==> src/sv/aphr_pkg.sv <==
// Package for the user-agent peak ratio block.
// Holds the transaction payload types, table entry type, state enum and a shared saturating-increment helper.
// No dependencies.
`timescale 1ns / 1ps

package aphr_pkg;

    localparam int RATIO_FRAC_BITS = 16;
    localparam logic [16:0] RATIO_ONE = 17'h10000;

    localparam logic [1:0] KIND_EXISTING = 2'd0;
    localparam logic [1:0] KIND_NEW      = 2'd1;
    localparam logic [1:0] KIND_OVERFLOW = 2'd2;

    typedef struct packed {
        logic [31:0] agent_hash;
        logic [31:0] total_requests;
    } in_t;

    typedef struct packed {
        logic [16:0] peak_ratio;
        logic [31:0] peak_requests;
        logic [1:0]  hit_kind;
        logic [31:0] overflow_requests;
        logic        zero_total;
    } out_t;

    typedef struct packed {
        logic [31:0] hash;
        logic [31:0] count;
    } entry_t;

    typedef enum logic [2:0] {
        ST_IDLE,
        ST_READ,
        ST_COMPARE,
        ST_ALLOC,
        ST_PEAK,
        ST_DIV_START,
        ST_DIV_WAIT
    } state_t;

    function automatic logic [31:0] sat_inc(input logic [31:0] v);
        return (v == 32'hFFFF_FFFF) ? v : v + 32'd1;
    endfunction

endpackage

==> src/sv/aphr_table.sv <==
// Tracked-hash table: one write port and one registered read port.
// Depends on aphr_pkg for the entry type.
`timescale 1ns / 1ps

module aphr_table #(
    parameter int DEPTH = 15,
    parameter int AW    = 4
) (
    input  logic               clk,
    input  logic               rd_en,
    input  logic [AW-1:0]      rd_addr,
    output aphr_pkg::entry_t   rd_data,
    input  logic               wr_en,
    input  logic [AW-1:0]      wr_addr,
    input  aphr_pkg::entry_t   wr_data
);

    aphr_pkg::entry_t mem [DEPTH];
    aphr_pkg::entry_t rd_data_reg;

    always_ff @(posedge clk)
    begin
        if (wr_en)
        begin
            mem[wr_addr] <= wr_data;
        end
    end

    always_ff @(posedge clk)
    begin
        if (rd_en)
        begin
            rd_data_reg <= mem[rd_addr];
        end
    end

    assign rd_data = rd_data_reg;

endmodule

==> src/sv/aphr_div.sv <==
// Serial restoring divider producing a saturated Q1.16 ratio, one quotient bit per cycle.
// Depends on aphr_pkg for the ratio constants.
`timescale 1ns / 1ps

module aphr_div (
    input  logic        clk,
    input  logic        rst_n,
    input  logic        start,
    input  logic [31:0] dividend,
    input  logic [31:0] divisor,
    output logic        busy,
    output logic [16:0] quotient
);

    localparam int SW = $clog2(aphr_pkg::RATIO_FRAC_BITS);
    localparam logic [SW-1:0] LAST_STEP = SW'(aphr_pkg::RATIO_FRAC_BITS - 1);

    logic          busy_reg, busy_next;
    logic [SW-1:0] step_reg, step_next;
    logic [31:0]   rem_reg, rem_next;
    logic [31:0]   div_reg, div_next;
    logic [16:0]   quo_reg, quo_next;
    logic [32:0]   rem_sh;
    logic [32:0]   rem_diff;
    logic          fits;

    assign rem_sh   = {rem_reg, 1'b0};
    assign rem_diff = rem_sh - {1'b0, div_reg};
    assign fits     = rem_sh >= {1'b0, div_reg};

    always_comb
    begin
        busy_next = busy_reg;
        step_next = step_reg;
        rem_next  = rem_reg;
        div_next  = div_reg;
        quo_next  = quo_reg;
        if (start)
        begin
            div_next  = divisor;
            rem_next  = dividend;
            step_next = '0;
            if (divisor == 32'd0)
            begin
                quo_next  = '0;
                busy_next = 1'b0;
            end
            else if (dividend >= divisor)
            begin
                quo_next  = aphr_pkg::RATIO_ONE;
                busy_next = 1'b0;
            end
            else
            begin
                quo_next  = '0;
                busy_next = 1'b1;
            end
        end
        else if (busy_reg)
        begin
            rem_next  = fits ? rem_diff[31:0] : rem_sh[31:0];
            quo_next  = {quo_reg[15:0], fits};
            step_next = step_reg + 1'b1;
            if (step_reg == LAST_STEP)
            begin
                busy_next = 1'b0;
            end
        end
    end

    always_ff @(posedge clk or negedge rst_n)
    begin
        if (!rst_n)
        begin
            busy_reg <= 1'b0;
            step_reg <= '0;
        end
        else
        begin
            busy_reg <= busy_next;
            step_reg <= step_next;
        end
    end

    always_ff @(posedge clk)
    begin
        rem_reg <= rem_next;
        div_reg <= div_next;
        quo_reg <= quo_next;
    end

    assign busy     = busy_reg;
    assign quotient = quo_reg;

endmodule

==> src/sv/agent_hash_peak_ratio.sv <==
// Top level of the user-agent peak ratio block: sequencer, counters and output register.
// Depends on aphr_pkg, aphr_table and aphr_div.
//
//  channel | handshake           | payload
//  --------+---------------------+---------------------------
//  input   | in_valid / in_ready | in_data  (aphr_pkg::in_t)
//  output  | out_valid/out_ready | out_data (aphr_pkg::out_t)
//
// A transaction reads k table entries (at most TABLE_SLOTS-1) and allocates a new entry when
// the hash is not found and the table is not full: the single table read port walks one entry
// per pair of read and compare states, and the serial divider takes 16 steps.
// A zero total or a ratio at one skips the divider steps.
// Reset clears the counters and the fill count; the table contents need no clearing.
// in_ready is high only while idle; a finished result waits in the output register and
// does not block the next input transaction, but a further result waits for it.
`timescale 1ns / 1ps

module agent_hash_peak_ratio #(
    parameter int TABLE_SLOTS = 16
) (
    input  logic            clk,
    input  logic            rst_n,
    input  logic            in_valid,
    output logic            in_ready,
    input  aphr_pkg::in_t   in_data,
    output logic            out_valid,
    input  logic            out_ready,
    output aphr_pkg::out_t  out_data
);

    localparam int TRACKED = TABLE_SLOTS - 1;
    localparam int AW = $clog2(TABLE_SLOTS);
    localparam logic [AW-1:0] FULL_COUNT = AW'(TRACKED);

    aphr_pkg::state_t state_reg, state_next;

    logic [31:0]    hash_reg, hash_next;
    logic [31:0]    total_reg, total_next;
    logic [AW-1:0]  idx_reg, idx_next;
    logic [AW-1:0]  used_reg, used_next;
    logic [31:0]    ovf_reg, ovf_next;
    logic [31:0]    peak_reg, peak_next;
    logic [31:0]    cur_reg, cur_next;
    logic [1:0]     kind_reg, kind_next;
    logic           out_valid_reg, out_valid_next;
    aphr_pkg::out_t out_data_reg, out_data_next;

    aphr_pkg::entry_t tbl_rd;
    aphr_pkg::entry_t tbl_wr;
    logic [AW-1:0]    tbl_wr_addr;
    logic             tbl_rd_en;
    logic             tbl_wr_en;
    logic             div_start;
    logic             div_busy;
    logic [16:0]      div_quo;
    logic             hit;
    logic             last;
    logic             full;
    logic             out_load;

    assign hit  = tbl_rd.hash == hash_reg;
    assign last = AW'(idx_reg + 1'b1) == used_reg;
    assign full = used_reg == FULL_COUNT;

    aphr_table #(
        .DEPTH (TRACKED),
        .AW    (AW)
    ) u_table (
        .clk     (clk),
        .rd_en   (tbl_rd_en),
        .rd_addr (idx_reg),
        .rd_data (tbl_rd),
        .wr_en   (tbl_wr_en),
        .wr_addr (tbl_wr_addr),
        .wr_data (tbl_wr)
    );

    aphr_div u_div (
        .clk      (clk),
        .rst_n    (rst_n),
        .start    (div_start),
        .dividend (peak_reg),
        .divisor  (total_reg),
        .busy     (div_busy),
        .quotient (div_quo)
    );

    always_comb
    begin
        state_next = state_reg;
        unique case (state_reg)
            aphr_pkg::ST_IDLE:
            begin
                if (in_valid)
                begin
                    state_next = (used_reg == '0) ? aphr_pkg::ST_ALLOC : aphr_pkg::ST_READ;
                end
            end
            aphr_pkg::ST_READ:
            begin
                state_next = aphr_pkg::ST_COMPARE;
            end
            aphr_pkg::ST_COMPARE:
            begin
                priority if (hit)
                begin
                    state_next = aphr_pkg::ST_PEAK;
                end
                else if (last)
                begin
                    state_next = full ? aphr_pkg::ST_PEAK : aphr_pkg::ST_ALLOC;
                end
                else
                begin
                    state_next = aphr_pkg::ST_READ;
                end
            end
            aphr_pkg::ST_ALLOC:
            begin
                state_next = aphr_pkg::ST_PEAK;
            end
            aphr_pkg::ST_PEAK:
            begin
                state_next = aphr_pkg::ST_DIV_START;
            end
            aphr_pkg::ST_DIV_START:
            begin
                state_next = aphr_pkg::ST_DIV_WAIT;
            end
            aphr_pkg::ST_DIV_WAIT:
            begin
                if (!div_busy && (!out_valid_reg || out_ready))
                begin
                    state_next = aphr_pkg::ST_IDLE;
                end
            end
            default:
            begin
                state_next = aphr_pkg::ST_IDLE;
            end
        endcase
    end

    always_comb
    begin
        in_ready    = state_reg == aphr_pkg::ST_IDLE;
        tbl_rd_en   = state_reg == aphr_pkg::ST_READ;
        div_start   = state_reg == aphr_pkg::ST_DIV_START;
        tbl_wr_en   = (state_reg == aphr_pkg::ST_ALLOC) ||
                      ((state_reg == aphr_pkg::ST_COMPARE) && hit);
        tbl_wr_addr = (state_reg == aphr_pkg::ST_ALLOC) ? used_reg : idx_reg;
        tbl_wr.hash = hash_reg;
        tbl_wr.count = (state_reg == aphr_pkg::ST_ALLOC) ? 32'd1
                                                         : aphr_pkg::sat_inc(tbl_rd.count);
        out_load    = (state_reg == aphr_pkg::ST_DIV_WAIT) && !div_busy &&
                      (!out_valid_reg || out_ready);
    end

    always_comb
    begin
        hash_next      = hash_reg;
        total_next     = total_reg;
        idx_next       = idx_reg;
        used_next      = used_reg;
        ovf_next       = ovf_reg;
        peak_next      = peak_reg;
        cur_next       = cur_reg;
        kind_next      = kind_reg;
        out_valid_next = out_valid_reg;
        out_data_next  = out_data_reg;

        unique case (state_reg)
            aphr_pkg::ST_IDLE:
            begin
                if (in_valid)
                begin
                    hash_next  = in_data.agent_hash;
                    total_next = in_data.total_requests;
                    idx_next   = '0;
                end
            end
            aphr_pkg::ST_COMPARE:
            begin
                priority if (hit)
                begin
                    cur_next  = aphr_pkg::sat_inc(tbl_rd.count);
                    kind_next = aphr_pkg::KIND_EXISTING;
                end
                else if (last)
                begin
                    if (full)
                    begin
                        ovf_next  = aphr_pkg::sat_inc(ovf_reg);
                        cur_next  = '0;
                        kind_next = aphr_pkg::KIND_OVERFLOW;
                    end
                end
                else
                begin
                    idx_next = AW'(idx_reg + 1'b1);
                end
            end
            aphr_pkg::ST_ALLOC:
            begin
                used_next = AW'(used_reg + 1'b1);
                cur_next  = 32'd1;
                kind_next = aphr_pkg::KIND_NEW;
            end
            aphr_pkg::ST_PEAK:
            begin
                if (cur_reg > peak_reg)
                begin
                    peak_next = cur_reg;
                end
            end
            default:
            begin
            end
        endcase

        if (out_load)
        begin
            out_valid_next                  = 1'b1;
            out_data_next.peak_ratio        = div_quo;
            out_data_next.peak_requests     = peak_reg;
            out_data_next.hit_kind          = kind_reg;
            out_data_next.overflow_requests = ovf_reg;
            out_data_next.zero_total        = total_reg == 32'd0;
        end
        else if (out_ready)
        begin
            out_valid_next = 1'b0;
        end
    end

    always_ff @(posedge clk or negedge rst_n)
    begin
        if (!rst_n)
        begin
            state_reg     <= aphr_pkg::ST_IDLE;
            used_reg      <= '0;
            ovf_reg       <= '0;
            peak_reg      <= '0;
            idx_reg       <= '0;
            out_valid_reg <= 1'b0;
        end
        else
        begin
            state_reg     <= state_next;
            used_reg      <= used_next;
            ovf_reg       <= ovf_next;
            peak_reg      <= peak_next;
            idx_reg       <= idx_next;
            out_valid_reg <= out_valid_next;
        end
    end

    always_ff @(posedge clk)
    begin
        hash_reg     <= hash_next;
        total_reg    <= total_next;
        cur_reg      <= cur_next;
        kind_reg     <= kind_next;
        out_data_reg <= out_data_next;
    end

    assign out_valid = out_valid_reg;
    assign out_data  = out_data_reg;

endmodule

==> config.mk <==
export PLATFORM = sky130hd
export DESIGN_NAME = agent_hash_peak_ratio
export DESIGN_NICKNAME = d
export VERILOG_FILES = /design/src/sv/aphr_pkg.sv /design/src/sv/aphr_table.sv /design/src/sv/aphr_div.sv /design/src/sv/agent_hash_peak_ratio.sv
export SDC_FILE = /design/constraint.sdc
export NUM_CORES = 2
export LEC_CHECK = 0
export CAP_MARGIN = 40
export CORE_MARGIN = 2
export CORE_UTILIZATION = 40
export CTS_CLUSTER_DIAMETER = 80
export DETAILED_ROUTE_END_ITERATION = 6
export DONT_BUFFER_PORTS = 1
export GPL_ROUTABILITY_DRIVEN = 1
export GPL_TIMING_DRIVEN = 0
export HOLD_SLACK_MARGIN = 0.02
export MAX_ROUTING_LAYER = met4
export SKIP_LAST_GASP = 1
export SYNTH_ARGS = -nofsm -noshare
export SYNTH_HDL_FRONTEND = slang
export SYNTH_SLANG_ARGS = --single-unit
==> constraint.sdc <==
create_clock -name clk -period 13.34 [get_ports clk]
set_input_delay 0.667 -clock clk [delete_from_list [all_inputs] [get_ports clk]]
set_output_delay 0.667 -clock clk [all_outputs]
set_load 0.05 [all_outputs]
==> out/results.ini <==
[synthesis]
avgSynthCellArea_sq_um=17.60
async_reset_ff_frac=0.05921
synth-seq-cells=1368
postSynthCellCount=3178
synth_top_area_share=0.6908
synth_area_leaders=edfxtp_1 69%, mux4_2 10%, dfrtp_1 3.6%, ha_1 2.3%, mux2i_1 1.6%
synth_edf_count=1287
synth_ff_type=edfxtp_1
synthDistinctLibCells=71
synth.net_count=3349
yosysWarnings=0
ys_seq_area_frac=0.7270
synth_top_area_cell=edfxtp_1
synthesis.area_sq_um=55950

[setup_path]
path_cells=xnor2_1 > nand4_1 > nor4_1 > buf_2 > nand2_1 > or3_1 > a21oi_1 > nand2_1 > nor2_4 > buf_12 > buf_12 > buf_16
regToRegStartpoint=hash_reg[29]
ff2ff_setup_slack_ps=8050
arrival_ps=5760
cp.depth=12
start_kind=flip-flop
critPathCaptureType=flip-flop
crit_path_start=hash_reg[29]
crit_fanout=18
cpPeakStageDelay_ps=750
path_buf_inv=4
crit_family=simple AND/OR/NAND/NOR gates
r2r-end=u_table.mem[7][37]
rr_worst_depth=12
critical_path_class=reg -> reg
critical_path_required_ps=13810
crit_slowest_cell=nor4_1
endpoint=u_table.mem[7][37]

[pwr]
leakagePower_nw=22.09
switching_share=0.3049
switchingPower_mw=4.194
vdd_drop_max_mv=0.1247
power_mw=13.76
p_int_mw=9.562
p_clk_frac=0.299
pwr_density_cell_nw_per_um2=208.3
seq_power_share=0.429
comb_power_share=0.272

[clocking]
cts_tree=yes
root_buffer=clkbuf_16
cts_buffers=147
cts_resized=0
path_clk_slew_ps=60
clk_latency_ps=770
h-tree-depth=4
cts_sinks=1368
ctsLongestPathBuffers=3

[timing]
layout_setup_ws_ps=8045
hold_viol=0
worst_pin_slew_ps=983.3
rsz0062_at_grt=false
fin_skew_ps=35.35
holdWs_ps=157.3
tns_ps=0
period_needed_ps=5295
report.final.slew_viol_count=0
finalSetupViolations=0
fin_crit_sh=0.3969
max_freq_mhz=188.9
slew-limit-headroom=0.3420

[drt]
first_iter_violations=2527
finalWirelength_mm=133.2
remaining_drc_errors=0
drt_first_pass_iters=7
vias=29716
routedWlPerCell_um=24.10
via_per_inst=5.377
antenna_left=0

[floorplan]
initial_core_util=0.4019
num_rows=137
io_pins=154
die_y_um=378.0
die_area_sq_um=142900
core_sq_um=139200
dieWidth_um=378.0

[grt]
gr-total-overflow=0
grt_pass1_vias=30196
antenna_found_initial=0
grt_pass1_wl_mm=197.7
grt_max_degree=82
track_usage=0.1930

[finish]
utilization=0.4745
multi_input_area_sq_um=14400
regArea_sq_um=40670
nets=3707
area_delta_synth_final_pct=18.05
diodes=0
drive_gt1_frac=0.1811
fin_area_sq_um=66040
fillers=11756
largest_reg_flops=960
instances_no_fill=5526

[worst_hold_path]
hp-class=in -> reg

[outcome]
status=finished clean

[flow_run]
max_cap_viol_count=0

[placed_design]
pre_cts_ws_ps=8114
port_buffers=0
place_congestion=0.8511
place_area_sq_um=60470
dp_hpwl_mm=91.45
post-place-cells=5194

## cell families (layout without fill, tap and decap cells)
kind of cell	Yosys count	after routing	synth area share
buf+inv	270	742	0.01834
mux	348	348	0.1196
compound gates	346	346	0.03827
flops	1368	1368	0.7270
xor+xnor	132	132	0.02066
simple gates	611	611	0.05296
fa+ha+maj	103	103	0.02317
## cells in the final DEF, fill, tap and decap left out, drive strengths merged, types with 17 or more instances in the layout
master and count:
mux2i 89, a21oi 100, nor2 174, clkbuf 295
nand4 71, clkinv 52, nand3 40, a21o 43
o21ai 101, and2 21, xnor2 88, inv 133
nand2 166, dfrtp 81, ha 102, edfxtp 1287
o211ai 37, xor2 44, and3 17, dlygate4sd3 65
buf 175, nor3 38, mux4 256
## timing repair
| action | CTS | global route |
|---|---|---|
| setup endpoints to repair | 0 | 0 |
| hold endpoints to repair | 145 | 0 |
| setup buffers | 0 | 0 |
| hold buffers | 66 | 0 |
## power groups by stage
stage | Sequential (mW) | Clock (mW) | Combinational [mW]
6_report | 5.90 | 4.12 | 3.74
5_1_grt | 5.95 | 4.36 | 4.04
4_1_cts | 5.90 | 4.20 | 3.77
3_5_place_dp | 5.99 | 0 | 3.73
3_3_place_gp | 6.07 | 0 | 3.36
2_1_floorplan | 5.91 | 0 | 2.41
## Yosys cell counts (3+ instances only)
cell,instances
a2111oi_0,3
a211oi_1,6
a21o_1,43
a21oi_1,100
a31oi_1,14
and2_1,21
and3_1,17
and4_1,8
buf_1,23
buf_2,7
clkbuf_1,117
dfrtp_1,81
edfxtp_1,1287
ha_1,102
inv_1,121
mux2_2,3
mux2i_1,89
mux4_2,256
nand2_1,166
nand2b_1,14
nand3_1,39
nand3b_1,3
nand4_1,71
nor2_1,174
nor2b_1,10
nor3_1,36
nor3b_1,5
nor4_1,15
o2111ai_1,4
o211ai_1,37
o21a_1,4
o21ai_0,100
o21bai_1,3
o22a_1,5
o31ai_1,3
or2_2,5
or3_1,11
or4_1,4
xnor2_1,88
xor2_1,44
## worst register-to-register path: stages, from the launching register on
cell and delay [ps]:
edfxtp_1 590, xnor2_1 510, nand4_1 300, nor4_1 750
buf_2 310, nand2_1 210, or3_1 360, a21oi_1 260
nand2_1 290, nor2_4 690, buf_12 270, buf_12 210
buf_16 200
## worst min path at each step
stage                     slack (ps)  startpoint           end  cells after the start
after floorplan                  370       rst_n    idx_reg[0]                      0
after global placement           380       rst_n   ovf_reg[22]                      0
after detailed placement         370       rst_n   ovf_reg[16]                      0
after CTS                        100    in_valid  state_reg[0]                      4
after global routing             130    in_valid  state_reg[0]                      4
final                            160    in_valid  state_reg[0]                      4
## final cells by class
class                   instances  area share
clock inverters                85     0.01531
plain buffers                 148    0.008601
inverters                     122    0.006953
flip-flops and latches       1368      0.6159
well taps                    1876     0.03554
repair buffers                209     0.04128
multi-input cells            1540      0.2180
clock buffers                 178     0.05843
## layer usage
layer,wire length [um],GRT usage,part of all wire,up-vias
li1,-,-,-,13256
met1,57520,0.2544,0.43,15384
met2,66060,0.3150,0.50,887
met3,6799,0.02857,0.051,189
met4,2785,0.04976,0.021,0
met5,0,-,0,-
Note: power is estimated with default switching activity, not from simulation.
